[src/sv/swkr_pkg.sv]
// ----------------------------------------------------------------------------
// swkr_pkg: shared types for the keyed-removal stack
// Operation and status codes, controller states and the cell control word.
// ----------------------------------------------------------------------------
package swkr_pkg;

  localparam int CODE_W = 32;
  localparam int POS_W  = 5;

  typedef enum logic [1:0] {
    OP_PUSH   = 2'd0,
    OP_REMOVE = 2'd1,
    OP_FIND   = 2'd2
  } op_t;

  typedef enum logic [1:0] {
    STAT_OK       = 2'd0,
    STAT_EMPTY    = 2'd1,
    STAT_NOTFOUND = 2'd2,
    STAT_FULL     = 2'd3
  } status_t;

  typedef enum logic [1:0] {
    S_IDLE = 2'b01,
    S_SCAN = 2'b10
  } state_t;

  typedef struct packed {
    logic load;   // capture match flags, place token at top entry
    logic push;   // write code into the cell at the fill level
    logic step;   // move token one cell toward the bottom
    logic shift;  // close the gap over the matched entry
  } cell_ctl_t;

endpackage

[src/sv/swkr_cell.sv]
// ----------------------------------------------------------------------------
// swkr_cell: one stack slot
// Holds one code, a registered match flag, and the scan token with a
// visited mark; takes code and token from the cell above.
// ----------------------------------------------------------------------------
module swkr_cell
  import swkr_pkg::*;
#(
  parameter int IDX = 0,
  parameter int CW  = 5
) (
  input  logic              clk,
  input  logic              rst_n,
  input  cell_ctl_t         ctl,
  input  logic [CW-1:0]     cnt,
  input  logic [CODE_W-1:0] code,
  input  logic [CODE_W-1:0] above_entry,
  input  logic              above_token,
  output logic [CODE_W-1:0] entry,
  output logic              token,
  output logic              hit
);

  logic [CODE_W-1:0] entry_r;
  logic              match_r;
  logic              token_r;
  logic              seen_r;

  always_ff @(posedge clk) begin
    if (ctl.push && (cnt == CW'(IDX))) begin
      entry_r <= code;
    end else if (ctl.shift && (seen_r || token_r)) begin
      entry_r <= above_entry;
    end
    if (ctl.load) begin
      match_r <= (entry_r == code);
    end
  end

  always_ff @(posedge clk) begin
    if (!rst_n) begin
      token_r <= 1'b0;
      seen_r  <= 1'b0;
    end else if (ctl.load) begin
      token_r <= (cnt == CW'(IDX + 1));
      seen_r  <= 1'b0;
    end else if (ctl.step) begin
      token_r <= above_token;
      seen_r  <= seen_r | token_r;
    end
  end

  assign entry = entry_r;
  assign token = token_r;
  assign hit   = token_r & match_r;

endmodule

[src/sv/stack_with_keyed_removal.sv]
// ----------------------------------------------------------------------------
// stack_with_keyed_removal: bounded code stack with find and keyed removal
// Push, remove topmost match, find topmost match, over a chain of cells.
//
//   channel   ports                                   transfer when
//   input     start, busy, in_op, in_code             start && !busy
//   result    out_valid, out_status, out_position,    out_valid (one cycle)
//             out_count
//
// Push, op 3 and any op on an empty stack: result in the cycle after start.
// Find/remove: a token walks down from the top entry, one cell per cycle;
// result when the token reaches a match or the bottom entry, busy high meanwhile.
// Removal slides the cells above the match down in the closing cycle.
// Reset empties the stack; the receiver cannot stall results.
// ----------------------------------------------------------------------------
module stack_with_keyed_removal
  import swkr_pkg::*;
#(
  parameter int DEPTH = 16
) (
  input  logic              clk,
  input  logic              rst_n,
  input  logic              start,
  output logic              busy,
  input  logic [1:0]        in_op,
  input  logic [CODE_W-1:0] in_code,
  output logic              out_valid,
  output logic [1:0]        out_status,
  output logic [POS_W-1:0]  out_position,
  output logic [POS_W-1:0]  out_count
);

  localparam int CW = $clog2(DEPTH + 1);
  localparam int IW = $clog2(DEPTH);

  state_t            state_r, state_nxt;
  logic [CW-1:0]     cnt_r, cnt_nxt;
  logic [IW-1:0]     idx_r, idx_nxt;
  logic              rm_r, rm_nxt;
  logic              out_valid_r, out_valid_nxt;
  status_t           out_status_r, out_status_nxt;
  logic [POS_W-1:0]  out_position_r, out_position_nxt;
  logic [POS_W-1:0]  out_count_r, out_count_nxt;
  cell_ctl_t         ctl;
  logic              accept;
  logic              any_hit;

  logic [CODE_W-1:0] entry_vec [DEPTH];
  logic [DEPTH-1:0]  tok_vec;
  logic [DEPTH-1:0]  hit_vec;

  for (genvar i = 0; i < DEPTH; i++) begin : g_cell
    logic [CODE_W-1:0] above_entry;
    logic              above_token;
    if (i == DEPTH - 1) begin : g_top
      assign above_entry = entry_vec[i];
      assign above_token = 1'b0;
    end else begin : g_mid
      assign above_entry = entry_vec[i+1];
      assign above_token = tok_vec[i+1];
    end
    swkr_cell #(
      .IDX(i),
      .CW (CW)
    ) u_cell (
      .clk        (clk),
      .rst_n      (rst_n),
      .ctl        (ctl),
      .cnt        (cnt_r),
      .code       (in_code),
      .above_entry(above_entry),
      .above_token(above_token),
      .entry      (entry_vec[i]),
      .token      (tok_vec[i]),
      .hit        (hit_vec[i])
    );
  end

  assign accept  = start && (state_r == S_IDLE);
  assign any_hit = |hit_vec;

  always_comb begin
    state_nxt        = state_r;
    cnt_nxt          = cnt_r;
    idx_nxt          = idx_r;
    rm_nxt           = rm_r;
    out_valid_nxt    = 1'b0;
    out_status_nxt   = out_status_r;
    out_position_nxt = out_position_r;
    out_count_nxt    = out_count_r;
    ctl              = '0;
    unique case (state_r)
      S_IDLE: begin
        if (accept) begin
          out_position_nxt = '0;
          out_status_nxt   = STAT_OK;
          case (in_op)
            OP_PUSH: begin
              out_valid_nxt = 1'b1;
              if (cnt_r == CW'(DEPTH)) begin
                out_status_nxt = STAT_FULL;
              end else begin
                ctl.push         = 1'b1;
                cnt_nxt          = cnt_r + 1'b1;
                out_position_nxt = POS_W'(cnt_nxt);
              end
            end
            OP_REMOVE, OP_FIND: begin
              if (cnt_r == '0) begin
                out_valid_nxt  = 1'b1;
                out_status_nxt = STAT_EMPTY;
              end else begin
                ctl.load  = 1'b1;
                idx_nxt   = IW'(cnt_r - 1'b1);
                rm_nxt    = (in_op == OP_REMOVE);
                state_nxt = S_SCAN;
              end
            end
            default: begin
              out_valid_nxt = 1'b1;
            end
          endcase
          out_count_nxt = POS_W'(cnt_nxt);
        end
      end
      S_SCAN: begin
        if (any_hit) begin
          out_valid_nxt    = 1'b1;
          out_status_nxt   = STAT_OK;
          out_position_nxt = POS_W'(CW'(idx_r) + 1'b1);
          if (rm_r) begin
            ctl.shift = 1'b1;
            cnt_nxt   = cnt_r - 1'b1;
          end
          out_count_nxt = POS_W'(cnt_nxt);
          state_nxt     = S_IDLE;
        end else if (idx_r == '0) begin
          out_valid_nxt    = 1'b1;
          out_status_nxt   = STAT_NOTFOUND;
          out_position_nxt = '0;
          out_count_nxt    = POS_W'(cnt_r);
          state_nxt        = S_IDLE;
        end else begin
          ctl.step = 1'b1;
          idx_nxt  = idx_r - 1'b1;
        end
      end
      default: begin
        state_nxt = S_IDLE;
      end
    endcase
  end

  always_ff @(posedge clk) begin
    if (!rst_n) begin
      state_r     <= S_IDLE;
      cnt_r       <= '0;
      out_valid_r <= 1'b0;
    end else begin
      state_r     <= state_nxt;
      cnt_r       <= cnt_nxt;
      out_valid_r <= out_valid_nxt;
    end
  end

  always_ff @(posedge clk) begin
    idx_r          <= idx_nxt;
    rm_r           <= rm_nxt;
    out_status_r   <= out_status_nxt;
    out_position_r <= out_position_nxt;
    out_count_r    <= out_count_nxt;
  end

  assign busy         = (state_r != S_IDLE);
  assign out_valid    = out_valid_r;
  assign out_status   = out_status_r;
  assign out_position = out_position_r;
  assign out_count    = out_count_r;

  a_strobe_idle: assert property (@(posedge clk) disable iff (!rst_n)
    out_valid_r |-> (state_r == S_IDLE))
    else $error("result strobe while scan still running");

  a_token_single: assert property (@(posedge clk) disable iff (!rst_n)
    $onehot0(tok_vec))
    else $error("more than one scan token in the chain");

  a_cnt_bound: assert property (@(posedge clk) disable iff (!rst_n)
    cnt_r <= CW'(DEPTH))
    else $error("fill count beyond depth");

  a_scan_nonempty: assert property (@(posedge clk) disable iff (!rst_n)
    (state_r == S_SCAN) |-> (cnt_r != '0))
    else $error("scan on empty stack");

  a_token_in_range: assert property (@(posedge clk) disable iff (!rst_n)
    (state_r == S_SCAN) |-> tok_vec[idx_r])
    else $error("token position out of step with scan index");

  a_pos_zero: assert property (@(posedge clk) disable iff (!rst_n)
    (out_valid_r && (out_status_r != STAT_OK)) |-> (out_position_r == '0))
    else $error("nonzero position on failed operation");

endmodule
[config.mk]
export PLATFORM = sky130hd
export DESIGN_NAME = stack_with_keyed_removal
export DESIGN_NICKNAME = d
export VERILOG_FILES = /design/src/sv/swkr_pkg.sv /design/src/sv/swkr_cell.sv /design/src/sv/stack_with_keyed_removal.sv
export SDC_FILE = /design/constraint.sdc
export NUM_CORES = 1
export LEC_CHECK = 0
export ABC_CLOCK_PERIOD_IN_PS = 4050
export BUFFER_PORTS_ARGS = -buffer_cell sky130_fd_sc_hd__buf_2
export CORE_MARGIN = 1.5
export CORE_UTILIZATION = 46
export CTS_CLUSTER_SIZE = 24
export DETAILED_ROUTE_END_ITERATION = 7
export PLACE_DENSITY = 0.75
export REMOVE_ABC_BUFFERS = 1
export SYNTH_ARGS = -nofsm -noshare
export SYNTH_HDL_FRONTEND = slang
export SYNTH_SLANG_ARGS = --single-unit
[constraint.sdc]
create_clock -name clk -period 4.05 [get_ports clk]
set_input_delay 0.6075 -clock clk [delete_from_list [all_inputs] [get_ports clk]]
set_output_delay 0.6075 -clock clk [all_outputs]
set_load 0.01 [all_outputs]
==> results.py, run 1 <==
metrics = {
    "clocking": {
        "clk_pin_slew_ns": 0.06,
        "clockBufferDepth": 3,
        "cts_setup_buffers": 0,
        "cts.repair.resized": 0,
        "clockRootBuffer": "clkbuf_16",
        "cts_tree": "yes",
        "postCtsHoldBufs": 0,
        "cts.sinks": 584,
        "clk_latency_ns": 0.64,
        "cts_buffers": 61,
        "h-tree-depth": 2,
    },
    "job": {
        "cap_violations": 0,
    },
    "pwr": {
        "p_leak_nw": 12.0,
        "vdd.ir_drop.worst_uv": 331,
        "p_per_area_nw_per_um2": 402,
    },
    "cells_and_area": {
        "fin_area_um2": 34300,
        "final_cell_mix": "545 x edfxtp_1, 516 x xor2_1, 478 x mux2_2",
        "final_common_cell": "edfxtp_1",
        "area_growth_pct": 11.3,
        "nFillCells": 5403,
        "nets": 2323,
        "diodes": 0,
        "drive_gt1_share_pct": 31.8,
    },
    "yosys": {
        "synth_compound_area_share_pct": 2.63,
        "syn-cell-area_um2": 30800,
        "muxShareOfSynthArea_pct": 17.7,
        "syn_avg_cell_area_um2": 13.5,
        "ys_ff_latch": 584,
        "synth-xor-area-share_pct": 14.8,
        "synthAdderAreaFrac_pct": 0.569,
        "synth-simple-area-share_pct": 5.58,
        "synth_top_family_by_area": "multiplexers",
        "synth_edf_count": 545,
        "ys.flop_type": "edfxtp_1",
        "synth.distinct_cells": 54,
        "synth_async_sr_flop_share_pct": 0,
        "synth_cells": 2275,
        "yosys_warnings": 0,
        "yosysSeqAreaShare_pct": 55.7,
    },
    "route": {
        "wirelength_mm": 81.0,
        "drc_errors": 9,
        "vias": 18700,
        "routedWlPerCell_um": 25.4,
        "drtPass1Iterations": 7,
        "drt_iter0_markers": 1895,
        "viasPerCell": 5.88,
        "ant_nets": 0,
    },
    "die": {
        "die_x_um": 262,
        "ioPinCount": 51,
        "core_region_area_um2": 66000,
        "die_area_um2": 68500,
        "rows": 94,
        "start_util_pct": 46.7,
        "die_y_um": 262,
    },
    "worst_setup_path": {
        "startpoint": "state_r[0]$_SDFFE_PN1P_",
        "crit_buf_inv": 2,
        "r2r-start": "state_r[0]$_SDFFE_PN1P_",
        "crit_slowest_cell": "nor2b_1",
        "reg2reg_depth": 5,
        "path_cells": "inv_1, ha_1, inv_1, o21ai_1, nor2b_1",
        "required_ns": 4.31,
        "slowest_delay_ns": 0.89,
        "arrival_ns": 3.46,
        "cp_max_fo": 23,
        "crit_top_cell": "inv_1",
        "r2r-end": "out_position[3]$_DFFE_PP_",
        "crit_type": "register to register",
        "cp.depth": 5,
        "end_kind": "register",
        "startpoint_type": "register",
        "reg2reg_setup_slack_ns": 0.85,
        "cp_top_family": "simple AND/OR/NAND/NOR gates",
    },
    "global_route": {
        "grt.met2_usage_pct": 39.1,
        "grt-busiest-layer": "met2",
        "antenna_found_initial": 1,
        "grt_pass1_vias": 19100,
        "overflow": 0,
        "grt_max_degree": 34,
        "gr-usage-met1_pct": 32.0,
        "track_usage_pct": 23.6,
        "grt_util_met3_pct": 3.26,
        "grt_pass1_wl_mm": 121,
    },
    "sta": {
        "max_slew_margin_pct": 29.3,
        "setup_violations": 0,
        "slew_viol_final": 0,
        "fin_crit_sh_pct": 78.9,
        "finClkSkew_ns": 0.0312,
        "fmax_mhz": 313,
        "tightest_slew_ns": 1.06,
        "period_needed_ns": 3.20,
        "setup_slack_ns": 0.855,
        "rsz0062_at_grt": "false",
        "finalHoldViolCount": 0,
        "fin_tns_setup_ns": 0,
        "fin_hold_ws_ns": 0.279,
    },
    "min_path": {
        "hold_path_end": "out_valid$_SDFF_PN0_",
        "holdPathStages": 3,
        "hold_class": "input port to register",
        "hold_path.startpoint": "start",
    },
    "outcome": {
        "violations": "DRC",
        "status": "complete, but fails checks",
    },
    "placement": {
        "routabilityCongestion": 0.898,
        "dp_hpwl_mm": 56.1,
        "placed_area_um2": 32100,
        "dp_slack_ns": 0.929,
        "io_buffers": 50,
    },
}
-- final cells by class --
type | count | area, um^2 | area share (%)
clock inverter | 39 | 553 | 1.61
multi-input combinational | 1463 | 12800 | 37.4
tap | 864 | 1080 | 3.15
inverter | 25 | 93.8 | 0.274
sequential | 584 | 17100 | 50.0
clock buffer | 75 | 1660 | 4.84
timing repair buffer | 137 | 928 | 2.71
-- worst max path at each step --
stage	slack, ns	end
4_1_cts	0.91	out_position[3]$_DFFE_PP_
3_5_place_dp	0.93	out_position[4]$_DFFE_PP_
3_3_place_gp	0.95	out_position[0]$_DFFE_PP_
2_1_floorplan	-0.07	g_cell[14].u_cell.entry[0]$_DFFE_PP_
6_report	0.85	out_position[3]$_DFFE_PP_
5_1_grt	0.58	out_position[1]$_DFFE_PP_
-- through the flow --
step	util, %	cells	power [mW]
floorplan	-	2072	7.15
global placement	48.6	3073	7.65
detailed placement	48.6	3073	7.67
CTS	51.9	3187	13.8
global route	51.9	3187	14.1
finish	51.9	3187	13.8
-- cells in the mapped netlist (2+ instances only) --
| cell | number | share of area (%) |
|---|---|---|
| a311oi_1 | 4 | 0.11 |
| mux2i_1 | 3 | 0.098 |
| nand3_2 | 3 | 0.098 |
| nor2b_1 | 4 | 0.081 |
| nand2b_1 | 6 | 0.12 |
| a31oi_1 | 17 | 0.35 |
| buf_2 | 54 | 0.88 |
| buf_4 | 2 | 0.049 |
| o211ai_1 | 6 | 0.15 |
| nand4_1 | 32 | 0.65 |
| mux2_2 | 478 | 17 |
| o22ai_1 | 5 | 0.10 |
| edfxtp_1 | 545 | 53 |
| nor2_1 | 54 | 0.66 |
| nand3_1 | 19 | 0.31 |
| o221a_2 | 2 | 0.073 |
| dfxtp_1 | 39 | 2.5 |
| or4_1 | 2 | 0.049 |
| a211oi_1 | 3 | 0.073 |
| inv_1 | 24 | 0.29 |
| or2_1 | 2 | 0.041 |
| a22oi_1 | 8 | 0.20 |
| xnor2_1 | 5 | 0.14 |
| nand2_1 | 38 | 0.46 |
| mux2_1 | 2 | 0.073 |
| clkbuf_1 | 110 | 1.3 |
| o221ai_1 | 2 | 0.057 |
| a21oi_1 | 25 | 0.41 |
| nor3_1 | 4 | 0.065 |
| and3_1 | 4 | 0.081 |
| o21ai_0 | 51 | 0.83 |
| buf_1 | 36 | 0.44 |
| nor4_1 | 129 | 2.6 |
| a311o_1 | 2 | 0.065 |
| ha_1 | 14 | 0.57 |
| o21ai_1 | 2 | 0.033 |
| xor2_1 | 516 | 15 |
| and2_1 | 7 | 0.14 |
-- cell families (layout without fill, tap and decap cells) --
group | count (synthesis) | in the layout
flops | 584 | 584
mux | 483 | 483
compound gates | 134 | 134
fa+ha+maj | 14 | 14
xor+xnor | 521 | 521
simple gates | 311 | 311
buf+inv | 228 | 276
-- worst reg2reg max path: cells and delay by family, from the launching register on --
family | cells | cell delay, ns
AOI/OAI and AO/OA | 1 | 0.63
adders and majority gates | 1 | 0.66
DFF | 1 | 0.31
and+or+nand+nor | 1 | 0.89
buffers and inverters | 2 | 0.32
-- sequential cells by signal (all words and copies together) (netlist names), 2 cells and up --
register               count
g_cell.u_cell.entry      512
g_cell.u_cell.match_r     16
g_cell.u_cell.token       16
g_cell.u_cell.seen_r      15
cnt_r                      5
out_count                  5
out_position               5
idx_r                      4
out_status                 2
state_r                    2
-- power breakdown --
part	leakage [nW]	switching [mW]	internal, mW
combinational	5.61	0.641	0.291
clock	1.08	2.42	3.78
sequential	5.26	0.0466	6.58
total	12.0	3.11	10.7
-- per-layer routing --
| layer | up-vias | share of wire, % |
|---|---|---|
| li1 | 8362 | - |
| met1 | 9553 | 43 |
| met2 | 686 | 48 |
| met3 | 142 | 6.4 |
| met4 | 0 | 3.0 |
| met5 | - | 0 |
No activity file was read; power rests on OpenSTA's default activity.
==> run 2: changes to the inputs <==
Settings changed: ABC_CLOCK_PERIOD_IN_PS 4050 to 2800.
Clock period 4.05 ns to 2.8 ns, I/O delays scaled along.
==> results.py, run 2 (same netlist as run 1, synthesis figures left out) <==
metrics = {
    "cells_and_area": {
        "nets": 2353,
        "nFillCells": 5376,
        "final_common_cell": "edfxtp_1",
        "final_cell_mix": "545 x edfxtp_1, 516 x xor2_1, 478 x mux2_2",
        "fin_area_um2": 34500,
        "area_growth_pct": 12.1,
        "largest_reg_flops": 512,
        "drive_gt1_share_pct": 31.9,
        "final_cells": 3219,
    },
    "worst_setup_path": {
        "required_ns": 3.04,
        "arrival_ns": 2.79,
        "crit_slowest_cell": "o21ai_4",
        "startpoint_type": "register",
        "crit_type": "register to register",
        "slowest_delay_ns": 0.82,
        "end_kind": "register",
        "path_cells": "inv_1, ha_1, and2_1, nand2_2, buf_12, o21ai_4",
        "reg2reg_depth": 6,
        "cp_max_fo": 32,
    },
    "placement": {
        "io_buffers": 50,
        "placed_area_um2": 32700,
        "dp_cells": 3103,
        "dp_hpwl_mm": 56.2,
        "routabilityCongestion": 0.934,
    },
    "route": {
        "drtPass1Iterations": 8,
        "routedWlPerCell_um": 25.1,
        "viasPerCell": 5.80,
        "vias": 18700,
        "drc_errors": 18,
        "drt_iter0_markers": 1637,
        "wirelength_mm": 80.7,
        "ant_nets": 0,
    },
    "clocking": {
        "clk_latency_ns": 0.64,
        "h-tree-depth": 2,
        "clk_pin_slew_ns": 0.06,
        "cts_tree": "yes",
        "cts_buffers": 61,
        "cts_setup_buffers": 0,
        "clockBufferDepth": 3,
        "cts.sinks": 584,
        "clockRootBuffer": "clkbuf_16",
    },
    "global_route": {
        "track_usage_pct": 23.6,
        "grt_pass1_vias": 19400,
        "overflow": 0,
        "grt_pass1_wl_mm": 122,
        "antenna_found_initial": 1,
        "grt_max_degree": 34,
    },
    "die": {
        "rows": 94,
        "core_region_area_um2": 66000,
        "die_y_um": 262,
        "die_x_um": 262,
        "start_util_pct": 46.7,
        "die_area_um2": 68500,
        "ioPinCount": 51,
    },
    "sta": {
        "fmax_mhz": 391,
        "fin_tns_setup_ns": 0,
        "setup_violations": 0,
        "finalHoldViolCount": 0,
        "period_needed_ns": 2.55,
        "rsz0062_at_grt": "false",
        "fin_hold_ws_ns": 0.182,
        "slew_viol_final": 0,
        "finClkSkew_ns": 0.0294,
        "max_slew_margin_pct": 30.2,
        "fin_crit_sh_pct": 91.2,
        "tightest_slew_ns": 1.04,
    },
    "pwr": {
        "p_leak_nw": 12.0,
        "swShare_pct": 23.7,
        "p_switching_mw": 4.42,
        "p_seq_share_pct": 51.3,
        "p_per_area_nw_per_um2": 542,
        "p_clk_share_pct": 41.2,
        "p_int_mw": 14.3,
        "power_mw": 18.7,
        "power_frac_comb_pct": 7.5,
        "vdd.ir_drop.worst_uv": 412,
    },
    "min_path": {
        "hold_class": "input port to register",
        "holdPathStages": 2,
    },
    "outcome": {
        "status": "complete, but fails checks",
        "violations": "DRC",
    },
    "job": {
        "cap_violations": 0,
    },
}
## run 2: cell count changes in the layout (fill, tap and decap cells not counted), sizes merged
cell	change
buf	+30
bufinv	-12
clkbuf	+7
clkinv	+5
diode	+1
inv	+1
## run 2: final cells by class
class | instances | area (um^2) | share of cell area (%)
flip-flops and latches | 584 | 17100 | 49.7
multi-input cells | 1463 | 12800 | 37.1
clock buffers | 82 | 1640 | 4.74
repair buffers | 167 | 1520 | 4.39
well taps | 864 | 1080 | 3.13
clock inverters | 33 | 225 | 0.652
inverters | 25 | 93.8 | 0.272
diodes | 1 | 2.50 | 0.00725
## run 2: power by group through the flow
stage	registers [mW]	logic (mW)	clock network [mW]
detailed placement	9.77	1.37	0
global placement	9.77	1.35	0
floorplan	9.77	0.580	0
global route	9.59	1.49	8.09
finish	9.59	1.40	7.71
CTS	9.59	1.38	7.78
## run 2: routing by layer
metal / up-vias / track usage (%) / wire (um)
li1: 8402 / - / -
met1: 9418 / 31.0 / 33700
met2: 675 / 40.1 / 39600
met3: 171 / 2.90 / 4430
met4: 0 / 8.88 / 2930
met5: - / 0 / 0
## run 2: final timing paths
path / end / slack, ns / from
worst max-delay path: g_cell[9].u_cell.entry[4]$_DFFE_PP_ / 0.25 / state_r[0]$_SDFFE_PN1P_
worst min-delay path: rm_r$_DFFE_PP_ / 0.18 / in_op[0]
worst max register to register: g_cell[9].u_cell.entry[4]$_DFFE_PP_ / 0.25 / state_r[0]$_SDFFE_PN1P_
worst min register to register: g_cell[11].u_cell.seen_r$_SDFFE_PP0P_ / 0.45 / g_cell[11].u_cell.seen_r$_SDFFE_PP0P_
## run 2: stage by stage
step           util (%)  setup WS [ns]
4_1_cts            52.3         0.0479
2_1_floorplan         -          -1.32
3_5_place_dp       49.5         0.0650
5_1_grt            52.3          0.128
6_report           52.3          0.245
3_3_place_gp       49.5          0.197
## run 2: repair_timing
| item | CTS | global route |
|---|---|---|
| resized for setup | 0 | 1 |
| endpoints found under the setup margin | 0 | 12 |
| hold buffers | 0 | 0 |
## run 2: worst max-delay path, delay by kind of cell, from the launching register on
kind                     cells  cell delay [ns]
buffers and inverters        2             0.28
adder cells (fa/ha/maj)      1             0.16
AND/OR/NAND/NOR              2             0.56
AO/OA/AOI/OAI                1             0.82
flip-flops                   1             0.31
